$ cat src/sv/fpap_pkg.sv
`timescale 1ns / 1ps
// ----------------------------------------------------------------------------
// fpap_pkg
// Shared types and constants for the FTP PORT argument parser.
// ----------------------------------------------------------------------------
package fpap_pkg;

  localparam int unsigned AccumW   = 12;
  localparam int unsigned CountW   = 3;
  localparam int unsigned ResultW  = 49;
  localparam int unsigned OutDataW = 56;

  localparam logic [7:0]        CharNul   = 8'h00;
  localparam logic [7:0]        CharComma = 8'h2C;
  localparam logic [7:0]        CharZero  = 8'h30;
  localparam logic [7:0]        CharNine  = 8'h39;
  localparam logic [7:0]        CharSpace = 8'h20;
  localparam logic [7:0]        CharTab   = 8'h09;
  localparam logic [7:0]        CharCr    = 8'h0D;
  localparam logic [AccumW-1:0] AccumMax  = 12'd4095;
  localparam logic [CountW-1:0] CommaMax  = 3'd5;
  localparam logic [CountW-1:0] AddrCount = 3'd4;

  // Per-field parse state.
  typedef struct packed {
    logic [AccumW-1:0] accum;
    logic              seen_digit;
    logic              stopped;
  } fpap_field_t;

  // One parsed result.
  typedef struct packed {
    logic        malformed;
    logic [15:0] port_number;
    logic [31:0] ip_address;
  } fpap_result_t;

endpackage

$ cat src/sv/fpap_field.sv
`timescale 1ns / 1ps
// ----------------------------------------------------------------------------
// fpap_field
// Next-state logic of one decimal field: skips leading white space,
// accumulates digits with saturation and stops at any other character.
// ----------------------------------------------------------------------------
module fpap_field (
  input  fpap_pkg::fpap_field_t field_i,
  input  logic [7:0]            char_i,
  output fpap_pkg::fpap_field_t field_o
);

  logic        is_digit;
  logic        is_space;
  logic [15:0] times_ten;

  // Character classes.
  assign is_digit = (char_i >= fpap_pkg::CharZero) && (char_i <= fpap_pkg::CharNine);
  assign is_space = (char_i == fpap_pkg::CharSpace) ||
                    ((char_i >= fpap_pkg::CharTab) && (char_i <= fpap_pkg::CharCr));

  // Accumulator times ten plus the digit, built from two shifts.
  assign times_ten = {1'b0, field_i.accum, 3'b000} + {3'b000, field_i.accum, 1'b0} +
                     {12'd0, char_i[3:0]};

  always_comb begin
    field_o = field_i;
    if (!field_i.stopped) begin
      if (is_digit) begin
        field_o.seen_digit = 1'b1;
        field_o.accum = (times_ten > {4'd0, fpap_pkg::AccumMax}) ?
                        fpap_pkg::AccumMax : times_ten[11:0];
      end else if (!(is_space && !field_i.seen_digit)) begin
        field_o.stopped = 1'b1;
      end
    end
  end

endmodule

$ cat src/sv/fpap_out_buf.sv
`timescale 1ns / 1ps
// ----------------------------------------------------------------------------
// fpap_out_buf
// Result register with a skid stage, so that the parser keeps taking
// characters while a finished result waits for the downstream side.
// ----------------------------------------------------------------------------
module fpap_out_buf (
  input  logic                   clk_i,
  input  logic                   rst_ni,
  input  logic                   push_i,
  input  fpap_pkg::fpap_result_t result_i,
  output logic                   ready_o,
  output logic                   valid_o,
  output fpap_pkg::fpap_result_t result_o,
  input  logic                   ready_i
);

  logic                   main_valid_q, main_valid_d;
  logic                   skid_valid_q, skid_valid_d;
  fpap_pkg::fpap_result_t main_q, main_d;
  fpap_pkg::fpap_result_t skid_q, skid_d;

  assign ready_o  = !skid_valid_q;
  assign valid_o  = main_valid_q;
  assign result_o = main_q;

  // Main register refills from the skid stage first, then from the parser.
  always_comb begin
    main_valid_d = main_valid_q;
    skid_valid_d = skid_valid_q;
    main_d       = main_q;
    skid_d       = skid_q;
    if (!main_valid_q || ready_i) begin
      if (skid_valid_q) begin
        main_d       = skid_q;
        main_valid_d = 1'b1;
        skid_valid_d = 1'b0;
      end else begin
        main_d       = result_i;
        main_valid_d = push_i;
      end
    end else if (push_i) begin
      skid_d       = result_i;
      skid_valid_d = 1'b1;
    end
  end

  always_ff @(posedge clk_i or negedge rst_ni) begin
    if (!rst_ni) begin
      main_valid_q <= 1'b0;
      skid_valid_q <= 1'b0;
    end else begin
      main_valid_q <= main_valid_d;
      skid_valid_q <= skid_valid_d;
    end
  end

  always_ff @(posedge clk_i) begin
    main_q <= main_d;
    skid_q <= skid_d;
  end

  // The skid stage only holds data behind a full main register.
  assert property (@(posedge clk_i) disable iff (!rst_ni) skid_valid_q |-> main_valid_q)
    else $error("skid stage holds a result while the main register is empty");

endmodule

$ cat src/sv/ftp_port_argument_parser_top.sv
`timescale 1ns / 1ps
// ----------------------------------------------------------------------------
// ftp_port_argument_parser_top
// Parses an FTP PORT argument "h1,h2,h3,h4,p1,p2" one character per transfer
// and emits the IPv4 address, port and a malformed flag on the zero byte.
//
// Channel   Dir  Width  Contents
// s_axis    in   8      char_byte
// m_axis    out  56     ip_address, port_number, malformed
//
// One character is taken per cycle while s_axis_tready_o is high; the parse state
// updates in the cycle of the transfer and a terminator loads the result register
// or the skid stage. Reset clears the parse state and empties the result and skid
// registers. A stalled output holds one result in the result register and a second
// in the skid stage; s_axis_tready_o drops only when both are full.
// ----------------------------------------------------------------------------
module ftp_port_argument_parser_top (
  input  logic        clk_i,
  input  logic        rst_ni,
  input  logic        s_axis_tvalid_i,
  output logic        s_axis_tready_o,
  input  logic [7:0]  s_axis_tdata_i,  // [7:0] char_byte
  output logic        m_axis_tvalid_o,
  input  logic        m_axis_tready_i,
  output logic [55:0] m_axis_tdata_o   // [31:0] ip_address, [47:32] port_number,
                                       // [48] malformed, [55:49] zero
);

  fpap_pkg::fpap_field_t              field_q, field_d, field_step;
  logic [fpap_pkg::CountW-1:0]        comma_q, comma_d;
  logic [31:0]                        addr_q, addr_d, addr_store;
  logic [fpap_pkg::AccumW-1:0]        port_high_q, port_high_d;
  logic                               ovf_q, ovf_d, ovf_store;
  logic                               accept, is_term, is_comma, in_addr;
  logic [4:0]                         lane_base;
  fpap_pkg::fpap_result_t             result, result_out;

  assign accept   = s_axis_tvalid_i && s_axis_tready_o;
  assign is_term  = (s_axis_tdata_i == fpap_pkg::CharNul);
  assign is_comma = (s_axis_tdata_i == fpap_pkg::CharComma) && (comma_q < fpap_pkg::CommaMax);
  assign in_addr  = (comma_q < fpap_pkg::AddrCount);

  fpap_field u_field (
    .field_i (field_q),
    .char_i  (s_axis_tdata_i),
    .field_o (field_step)
  );

  // Current field merged into its address byte; h1 lands in the top byte.
  assign lane_base = {~comma_q[1:0], 3'b000};
  always_comb begin
    addr_store = addr_q;
    addr_store[lane_base +: 8] = addr_q[lane_base +: 8] | field_q.accum[7:0];
  end
  assign ovf_store = ovf_q || (field_q.accum > 12'd255);

  // Result of a terminator.
  always_comb begin
    result.ip_address  = in_addr ? addr_store : addr_q;
    result.port_number = in_addr ? 16'd0 :
                         ({port_high_q[7:0], 8'd0} + {4'd0, field_q.accum});
    result.malformed   = (comma_q < fpap_pkg::CommaMax) || (in_addr ? ovf_store : ovf_q);
  end

  // Parse state update for one character.
  always_comb begin
    field_d     = field_q;
    comma_d     = comma_q;
    addr_d      = addr_q;
    port_high_d = port_high_q;
    ovf_d       = ovf_q;
    if (accept) begin
      if (is_term) begin
        field_d     = '0;
        comma_d     = '0;
        addr_d      = '0;
        port_high_d = '0;
        ovf_d       = 1'b0;
      end else if (is_comma) begin
        if (in_addr) begin
          addr_d = addr_store;
          ovf_d  = ovf_store;
        end else begin
          port_high_d = field_q.accum;
        end
        comma_d = comma_q + 3'd1;
        field_d = '0;
      end else begin
        field_d = field_step;
      end
    end
  end

  always_ff @(posedge clk_i or negedge rst_ni) begin
    if (!rst_ni) begin
      field_q     <= '0;
      comma_q     <= '0;
      addr_q      <= '0;
      port_high_q <= '0;
      ovf_q       <= 1'b0;
    end else begin
      field_q     <= field_d;
      comma_q     <= comma_d;
      addr_q      <= addr_d;
      port_high_q <= port_high_d;
      ovf_q       <= ovf_d;
    end
  end

  fpap_out_buf u_out_buf (
    .clk_i    (clk_i),
    .rst_ni   (rst_ni),
    .push_i   (accept && is_term),
    .result_i (result),
    .ready_o  (s_axis_tready_o),
    .valid_o  (m_axis_tvalid_o),
    .result_o (result_out),
    .ready_i  (m_axis_tready_i)
  );

  assign m_axis_tdata_o = {{(fpap_pkg::OutDataW - fpap_pkg::ResultW){1'b0}}, result_out};

  // The comma count never passes five.
  assert property (@(posedge clk_i) disable iff (!rst_ni) comma_q <= fpap_pkg::CommaMax)
    else $error("comma count above five");

  // A terminator returns the parse state to its reset values.
  assert property (@(posedge clk_i) disable iff (!rst_ni)
                   (accept && is_term) |=> (comma_q == '0 && addr_q == '0 && !ovf_q))
    else $error("parse state not cleared after terminator");

  // Input back-pressure only arises behind a pending result.
  assert property (@(posedge clk_i) disable iff (!rst_ni) !s_axis_tready_o |-> m_axis_tvalid_o)
    else $error("input stalled with no result pending");

endmodule
$ cat config.mk
export PLATFORM = sky130hd
export DESIGN_NAME = ftp_port_argument_parser_top
export DESIGN_NICKNAME = d
export VERILOG_FILES = /design/src/sv/fpap_pkg.sv /design/src/sv/fpap_field.sv /design/src/sv/fpap_out_buf.sv /design/src/sv/ftp_port_argument_parser_top.sv
export SDC_FILE = /design/constraint.sdc
export NUM_CORES = 1
export LEC_CHECK = 0
export BUFFER_PORTS_ARGS = -buffer_cell sky130_fd_sc_hd__buf_4
export CAP_MARGIN = 10
export CORE_MARGIN = 10
export CORE_UTILIZATION = 35
export CTS_BUF_LIST = sky130_fd_sc_hd__clkbuf_4 sky130_fd_sc_hd__clkbuf_8
export DETAILED_ROUTE_END_ITERATION = 7
export GPL_TIMING_DRIVEN = 1
export PLACE_DENSITY = 0.6
export REMOVE_ABC_BUFFERS = 1
export SLEW_MARGIN = 20
export SYNTH_ARGS = -nofsm -noshare
export SYNTH_HDL_FRONTEND = slang
export SYNTH_SLANG_ARGS = --single-unit
$ cat constraint.sdc
create_clock -name clk_i -period 6 [get_ports clk_i]
set_input_delay 0 -clock clk_i [delete_from_list [all_inputs] [get_ports clk_i]]
set_output_delay 0 -clock clk_i [all_outputs]
set_load 0.005 [all_outputs]
==> results.txt, run 1 <==
- The share of synthesized area in the top cell type comes to 0.3833.
- Floorplan Core Area: 0.02169 mm^2
- Share of cells above drive strength 1: 0.2607
- For this run, asynchronously set or reset flops after synthesis account for 0.3797.
- # H-tree levels: 4
- Clock latency on the worst-skew pair, taken at its later pin, is 450 ps.
* Maximum resistive drop on vdd: 0.1133 mV
- At the end of routability-driven placement, the weighted congestion stood at 0.8530.
* Cell count of the worst reg-to-reg path: 8
- For this run the aggregate overflow at the end of global routing stands at 0.
* Leakage: 3.919 nW
- Count of flip-flops with a built-in enable after synthesis: 98
- Total area of multi-input combinational cells: 0.003059 mm^2
* Placed Instance Area: 0.008358 mm^2
- Antenna diode count: 0
* Layout Skew: 21.46 ps
- Max-Cap Viols: 0
- In the routed layout, each cell is associated on average with a via count of 5.410.
- Dividing the detail-routed wire length by the instance count gives 18.72 um.
- With fillers left out, the area of the finished cells amounts to 0.008837 mm^2.
* Worst max-slew margin expressed relative to the limit: 0.3366
* Critical path fanouts, max: 12
- The final max-slew violation count came to 0.
- Most common library cell in the layout ignoring fill and taps: sky130_fd_sc_hd__edfxtp_1
* Area used by sequential logic in the layout: 0.004444 mm^2
* Fin nets: 690
- Total of flip-flops plus latches after synthesis: 158
- From left edge to right edge, the die measures 168.1 um.
* Mean cell area of the mapped netlist: 12.97 um^2
* Y dimension of the die: 168.1 um
- Aggregate global-route resource usage: 0.1246
- Critical register-to-register path startpoint: field_q[2]
- In this run the worst setup path terminates at field_q[7].
- Distinct cell type count after synthesis: 54
* Setup TNS: 0 ps
- Of the synthesized area, sequential elements account for 0.5789.
- STA classifies the critical path endpoint as a register.
- The final count of hold timing violations came to 0.
* Capturing point of the worst reg2reg path: field_q[7]
- The first detailed-routing pass ran for 7 iterations.
* Signal arrival time at the worst endpoint: 4040 ps
* Clock-pin slew of the registers on the worst-case setup and hold paths: 90 ps
- The biggest area contributor in the post-synthesis netlist is sky130_fd_sc_hd__edfxtp_1.
- Outcome: finished, final reports clean
- The clock period could shrink to 3770 ps.
* Initial antenna violation count: 0
- Number of instances in the synthesized netlist: 592
- Register-to-Register Setup Slack: 2230 ps
- Slew at the pin closest to its max-slew limit: 992.8 ps
- For this run, the number of Yosys warnings is 0.
* Number of fillers in the final layout: 2,006
* Effective utilization at floorplan: 0.3540
- Number of DRC violations after detailed-routing iteration 0: 415
- The cell sitting at the root of the clock tree is a sky130_fd_sc_hd__clkbuf_8.
- The worst setup path is of the reg -> reg kind.
* Tightest Hold Check Type: in -> reg
* Vias in the first global route: 5,308
- The synthesized netlist occupies a cell area of 0.007677 mm^2.
- Top-Level Pins: 70
* Leading cell types by total area after synthesis: sky130_fd_sc_hd__edfxtp_1 (38%), sky130_fd_sc_hd__dfrtp_1 (20%), sky130_fd_sc_hd__mux2_2 (6.9%)
- Die Outline Area: 0.02826 mm^2
- Layout overhead on the synthesized area: 15.11%
- Entering global routing, the biggest net connects 61 pins.
- Crit share post-route: 0.6284
- Post-detailed-routing wire length: 17,520 um
- Timing startpoint of the critical path: field_q[2]
- Total power per unit cell area: 246.2 mW/mm^2
- Number of setup violations in the final report: 0
- Global-route wire length before repair: 28,820 um
* Std cell rows: 54
- After detailed routing, the number of remaining DRC violations is 0.
- Crit path required time: 6270 ps
- The top cell types in the final layout, fill and taps aside, are sky130_fd_sc_hd__edfxtp_1 (98), sky130_fd_sc_hd__buf_4 (65), sky130_fd_sc_hd__dfrtp_1 (60), sky130_fd_sc_hd__mux2_2 (47), sky130_fd_sc_hd__o21ai_0 (45).
* Startpoint type of the worst setup path: register
- Timing would allow up to 265.2 MHz.
- Port Buffer Count: 62
* Number of sinks on the clock net: 158
- Detail Route Antenna Nets: 0
- Clock tree buffer depth: 2
- Detailed placement finished with a half-perimeter wire length of 11,960 um.
- The routed layout has 5,064 vias.
- Inserted Clock Buffers: 17
- Predominant post-synthesis flop cell: sky130_fd_sc_hd__edfxtp_1
- Clock tree from TritonCTS: built
* RSZ-0062 raised after global routing: false
## cells by family (layout without fill, tap and decap cells)
group,count (synthesis),count (layout),share of synthesized area
simple gates,127,127,0.08034
xor+xnor,15,15,0.01711
other cells,1,7,0.0004884
mux,55,55,0.09241
fa+ha+maj,35,35,0.05997
flops,158,158,0.5789
compound gates,151,151,0.1406
buf+inv,50,108,0.03015
## metal layers
| metal | wire length [um] | vias up | track usage |
|---|---|---|---|
| met2 | 7915 | 171 | 0.1890 |
| met1 | 8146 | 2534 | 0.1718 |
| met5 | 0 | - | 0 |
| met4 | 349 | 0 | 0.04656 |
| met3 | 1108 | 20 | 0.02538 |
| li1 | - | 2339 | - |
## metrics by stage
| stage | util | worst slack, ps | hold slack (ps) | power [mW] | instances |
|---|---|---|---|---|---|
| floorplan | - | 497.2 | -295.6 | 1.271 | 556 |
| global placement | 0.3854 | 2311 | 115.6 | 1.332 | 901 |
| detailed placement | 0.3854 | 2158 | 132.3 | 1.335 | 901 |
| CTS | 0.4068 | 2095 | 48.37 | 2.188 | 936 |
| global route | 0.4075 | 1989 | 85.08 | 2.262 | 936 |
| finish | 0.4075 | 2230 | 59.78 | 2.176 | 936 |
## repair_timing
action	4_1_cts	5_1_grt
hold endpoints to repair	62	0
buffers inserted	0	0
gates resized for setup	0	0
hold buffers	3	0
## flip-flops by register name, summed over array words and instances (netlist names)
name / flops
addr_q: 32
comma_q: 3
field_q: 14
ovf_q: 1
port_high_q: 8
u_out_buf.result_o: 49
u_out_buf.skid_q: 49
u_out_buf.skid_valid_q: 1
u_out_buf.valid_o: 1
## layout make-up
type,instances,area share
clock buffer,17,0.02648
clock inverter,15,0.02265
inverter,8,0.003540
multi-input combinational,390,0.3462
sequential,158,0.5029
tap,280,0.03964
timing repair buffer,68,0.05862
## how the worst min path moves through the flow
stage / start / to / cells after the start
finish: s_axis_tdata_i[6] / field_q[0] / 5
global route: s_axis_tdata_i[1] / field_q[3] / 4
CTS: s_axis_tdata_i[6] / field_q[0] / 5
detailed placement: rst_ni / addr_q[5] / 1
global placement: rst_ni / addr_q[29] / 1
floorplan: rst_ni / addr_q[0] / 0
## worst max-delay path, cell delays in order (launching register included)
cell,delay [ps]
sky130_fd_sc_hd__dfrtp_1,460
sky130_fd_sc_hd__fa_1,530
sky130_fd_sc_hd__fa_1,480
sky130_fd_sc_hd__a21o_1,210
sky130_fd_sc_hd__a221o_2,400
sky130_fd_sc_hd__a2111oi_4,330
sky130_fd_sc_hd__xnor2_1,110
sky130_fd_sc_hd__a311oi_2,840
sky130_fd_sc_hd__a41oi_2,230
## cells in the mapped netlist, types with 2 or more instances
| master | number |
|---|---|
| sky130_fd_sc_hd__edfxtp_1 | 98 |
| sky130_fd_sc_hd__dfrtp_1 | 60 |
| sky130_fd_sc_hd__mux2_2 | 47 |
| sky130_fd_sc_hd__o21ai_0 | 45 |
| sky130_fd_sc_hd__nand2_1 | 43 |
| sky130_fd_sc_hd__a22o_1 | 40 |
| sky130_fd_sc_hd__ha_1 | 32 |
| sky130_fd_sc_hd__clkbuf_1 | 30 |
| sky130_fd_sc_hd__nor2_1 | 27 |
| sky130_fd_sc_hd__a21oi_1 | 26 |
| sky130_fd_sc_hd__and2_1 | 13 |
| sky130_fd_sc_hd__a21o_1 | 8 |
| sky130_fd_sc_hd__a31oi_1 | 8 |
| sky130_fd_sc_hd__mux4_2 | 8 |
| sky130_fd_sc_hd__xor2_1 | 8 |
| sky130_fd_sc_hd__buf_4 | 7 |
| sky130_fd_sc_hd__inv_1 | 7 |
| sky130_fd_sc_hd__nor3_1 | 7 |
| sky130_fd_sc_hd__xnor2_1 | 7 |
| sky130_fd_sc_hd__nand2b_1 | 6 |
| sky130_fd_sc_hd__a41oi_2 | 5 |
| sky130_fd_sc_hd__nand3_1 | 5 |
| sky130_fd_sc_hd__and3_1 | 4 |
| sky130_fd_sc_hd__nor2b_1 | 4 |
| sky130_fd_sc_hd__nor4_1 | 4 |
| sky130_fd_sc_hd__or3_1 | 4 |
| sky130_fd_sc_hd__a211oi_1 | 3 |
| sky130_fd_sc_hd__fa_1 | 3 |
| sky130_fd_sc_hd__nand4_1 | 3 |
| sky130_fd_sc_hd__or4_1 | 3 |
| sky130_fd_sc_hd__a41oi_1 | 2 |
| sky130_fd_sc_hd__buf_2 | 2 |
| sky130_fd_sc_hd__buf_6 | 2 |
## power breakdown
group	switching, mW	total (mW)	internal, mW
sequential	0.0270	1.18	1.16
combinational	0.0827	0.130	0.0472
clock	0.434	0.861	0.428
Note: power is estimated with default switching activity, not from simulation.
==> run 2: changes to the inputs <==
==> constraint.sdc (replaced) <==
create_clock -name clk_i -period 3.9 [get_ports clk_i]
set_input_delay 0 -clock clk_i [delete_from_list [all_inputs] [get_ports clk_i]]
set_output_delay 0 -clock clk_i [all_outputs]
set_load 0.005 [all_outputs]
==> results.txt, run 2 (same netlist as run 1, synthesis figures left out) <==
- Outcome: finished, final reports clean (unchanged).
* Post-detailed-routing wire length: 17,510 um (was 17,520 um)
- Inserted Clock Buffers: 17 (unchanged)
- The residual DRC count was 0 (unchanged).
* Leakage: 3.913 nW (was 3.919 nW)
* Effective utilization at floorplan: 0.3540 (unchanged)
- The share of the clock period used by the worst path was 0.8487 (was 0.6284).
* Floorplan Core Area: 0.02169 mm^2 (unchanged)
* Minimum clock period: 3310 ps (was 3770 ps)
* Antenna diode count: 0 (unchanged)
- Most used cells in the layout excluding fill and tap cells: sky130_fd_sc_hd__edfxtp_1 (98), sky130_fd_sc_hd__buf_4 (68), sky130_fd_sc_hd__dfrtp_1 (60), sky130_fd_sc_hd__mux2_2 (47), sky130_fd_sc_hd__o21ai_0 (45) (was sky130_fd_sc_hd__edfxtp_1 (98), sky130_fd_sc_hd__buf_4 (65), sky130_fd_sc_hd__dfrtp_1 (60), sky130_fd_sc_hd__mux2_2 (47), sky130_fd_sc_hd__o21ai_0 (45))
- Top-Level Pins: 70 (unchanged)
- Width of the die: 168.1 um (unchanged)
* Layout Skew: 8.832 ps (was 21.46 ps)
* RSZ-0062 raised after global routing: false (unchanged)
- The weighted congestion reported at the end of routability-driven placement was 0.8684 (was 0.8530).
- The maximum cell stage delay along the critical path came to 540 ps (was 840 ps).
- Post-detail-place hpwl: 11,920 um (was 11,960 um)
* Port Buffer Count: 62 (unchanged)
* Hold Vio Cnt, Final: 0 (unchanged)
- Clock-pin slew of the registers on the worst-case setup and hold paths: 90 ps (about the same)
- The overall track demand over capacity in global routing is 0.1239 (was 0.1246).
- The total overflow reported by the global router is 0 (unchanged).
* Signal arrival time at the worst endpoint: 3590 ps (was 4040 ps)
- The number of fill cells in the layout is 1,994 (was 2,006).
- The peak ir drop on the vdd network was 0.2270 mV (was 0.1133 mV).
- Number of detailed-routing iterations run before antenna repair: 4 (was 7)
- Number of setup violations in the final report: 0 (unchanged)
* Wire length per cell: 18.62 um (was 18.72 um)
- Pins Over Slew Limit: 0 (unchanged)
* Crit path required time: 4180 ps (was 6270 ps)
- The kind of cell with the highest combined delay on the critical path was compound AO/OA/AOI/OAI gates (unchanged).
- Slew at the pin closest to its max-slew limit: 785.3 ps (was 992.8 ps)
* Worst slack at placement: 602.0 ps (was 2158 ps)
- Max-Cap Viols: 0 (unchanged)
- The number of design-rule violations left by the first detailed-router iteration came to 318 (was 415).
* Final worst-path setup slack: 589.9 ps (was 2230 ps)
- The number of antenna violations at the first check in global routing was 0 (unchanged).
- Die Outline Area: 0.02826 mm^2 (unchanged)
* Final-layout worst hold slack: 38.30 ps (was 59.78 ps)
- Sequence of cells on the critical path: fa_1 > fa_1 > a21o_1 > a221o_2 > a2111oi_4 > xnor2_1 > a311oi_2 > buf_4 > a41oi_1 (was fa_1 > fa_1 > a21o_1 > a221o_2 > a2111oi_4 > xnor2_1 > a311oi_2 > a41oi_2)
- Clock tree buffer depth: 2 (unchanged)
- Y dimension of the die: 168.1 um (unchanged)
- The worst slew slack as a fraction of its limit came to 0.4736 (was 0.3366).
- The number of buffer and inverter instances along the worst setup path was 1 (was 0).
* Share of cells above drive strength 1: 0.2606 (was 0.2607)
* Total power per unit cell area: 366.7 mW/mm^2 (was 246.2 mW/mm^2)
- The maximum number of pins on one net before global-route repair came to 61 (unchanged).
- Total power: 3.236 mW (was 2.176 mW)
* Clock root cell: sky130_fd_sc_hd__clkbuf_8 (unchanged)
- CP max stage cell: sky130_fd_sc_hd__fa_1 (was sky130_fd_sc_hd__a311oi_2)
- The cell with the most instances on the worst path is sky130_fd_sc_hd__fa_1 (unchanged).
- Via count: 5,040 (was 5,064)
- Global-route wire length before repair: 28,190 um (was 28,820 um)
* Tightest Hold Check Type: in -> reg (unchanged)
- Startpoint type of the worst setup path: register (unchanged)
* Critical path start-end classification: reg -> reg (unchanged)
- Fin nets: 694 (was 690)
- The leading cell type in the layout, fill and taps excluded is sky130_fd_sc_hd__edfxtp_1 (unchanged).
* Vias in the first global route: 5,153 (was 5,308)
- The maximum fanout along the worst path was 12 (unchanged).
* Clock tree from TritonCTS: built (unchanged)
- The number of rows in the core area came to 54 (unchanged).
- Number of sinks on the clock net: 158 (unchanged)
* Later-pin clock latency in the skew report: 450 ps (about the same)
- The number of levels in the clock H-tree is 4 (unchanged).
- The highest attainable clock frequency was 302.1 MHz (was 265.2 MHz).
* Resized cells post-CTS: 0 (unchanged)
* Vias per std cell: 5.362 (was 5.410)
- The number of routed nets with antenna violations was 0 (unchanged).
- Layout overhead on the synthesized area: 14.94% (was 15.11%)
- The nature of the critical path endpoint was a register (unchanged).
## run 2: cell count changes in the layout (fill, tap and decap cells not counted), sizes merged
cell / previous run / this run
buf: 65 / 69
inv: 15 / 11
clkbuf: 17 / 20
clkinvlp: 1 / 3
bufinv: 3 / 2
## run 2: tightest hold or removal path, delay by kind of cell
kind | cells | cell delay (ps)
simple gates | 3 | 190
compound gates | 1 | 160
buf+inv | 1 | 100
## run 2: power by group
group | leakage [nW] | internal, mW | switching [mW]
clock | 0.194 | 0.596 | 0.616
sequential | 1.96 | 1.78 | 0.0391
combinational | 1.76 | 0.0736 | 0.129
total | 3.91 | 2.45 | 0.785
## run 2: through the flow
| stage | instances | instance area [um^2] | TNS (ps) | util |
|---|---|---|---|---|
| 2_1_floorplan | 556 | 7498 | -80950 | - |
| 3_5_place_dp | 905 | 8394 | 0 | 0.3870 |
| 3_3_place_gp | 905 | 8394 | 0 | 0.3870 |
| 4_1_cts | 940 | 8818 | 0 | 0.4066 |
| 5_1_grt | 940 | 8825 | 0 | 0.4069 |
| 6_report | 940 | 8825 | 0 | 0.4069 |
## run 2: timing repair
action	in CTS	in global routing
hold buffers	3	0
hold endpoints to repair	62	0
setup buffers	0	0
setup endpoints to repair	0	0
## run 2: worst paths after layout
kind / cells after the start / to / slack [ps] / start
worst max-delay path: 9 / field_q[6] / 590 / field_q[2]
worst min-delay path: 5 / field_q[0] / 40 / s_axis_tdata_i[7]
worst max register to register: 9 / field_q[6] / 590 / field_q[2]
worst min register to register: 1 / port_high_q[2] / 510 / port_high_q[2]
max in group asynchronous: 2 / port_high_q[1] / 3200 / rst_ni
min in group asynchronous: 2 / addr_q[5] / 190 / rst_ni
## run 2: final cells by class
cell class,instances,area [um^2],area share
Tap cell,280,350.3,0.03970
Clock buffer,20,256.5,0.02907
Clock inverter,12,137.6,0.01560
Multi-Input combinational cell,390,3045,0.3451
Inverter,8,30.03,0.003403
Sequential cell,158,4444,0.5036
Timing Repair Buffer,72,560.5,0.06352
## run 2: metal layers
layer,GRT usage,share of wire,vias up
li1,-,-,2339
met1,0.1616,0.46,2505
met2,0.1900,0.45,170
met3,0.03795,0.069,26
met4,0.04504,0.019,0
met5,0,0,-
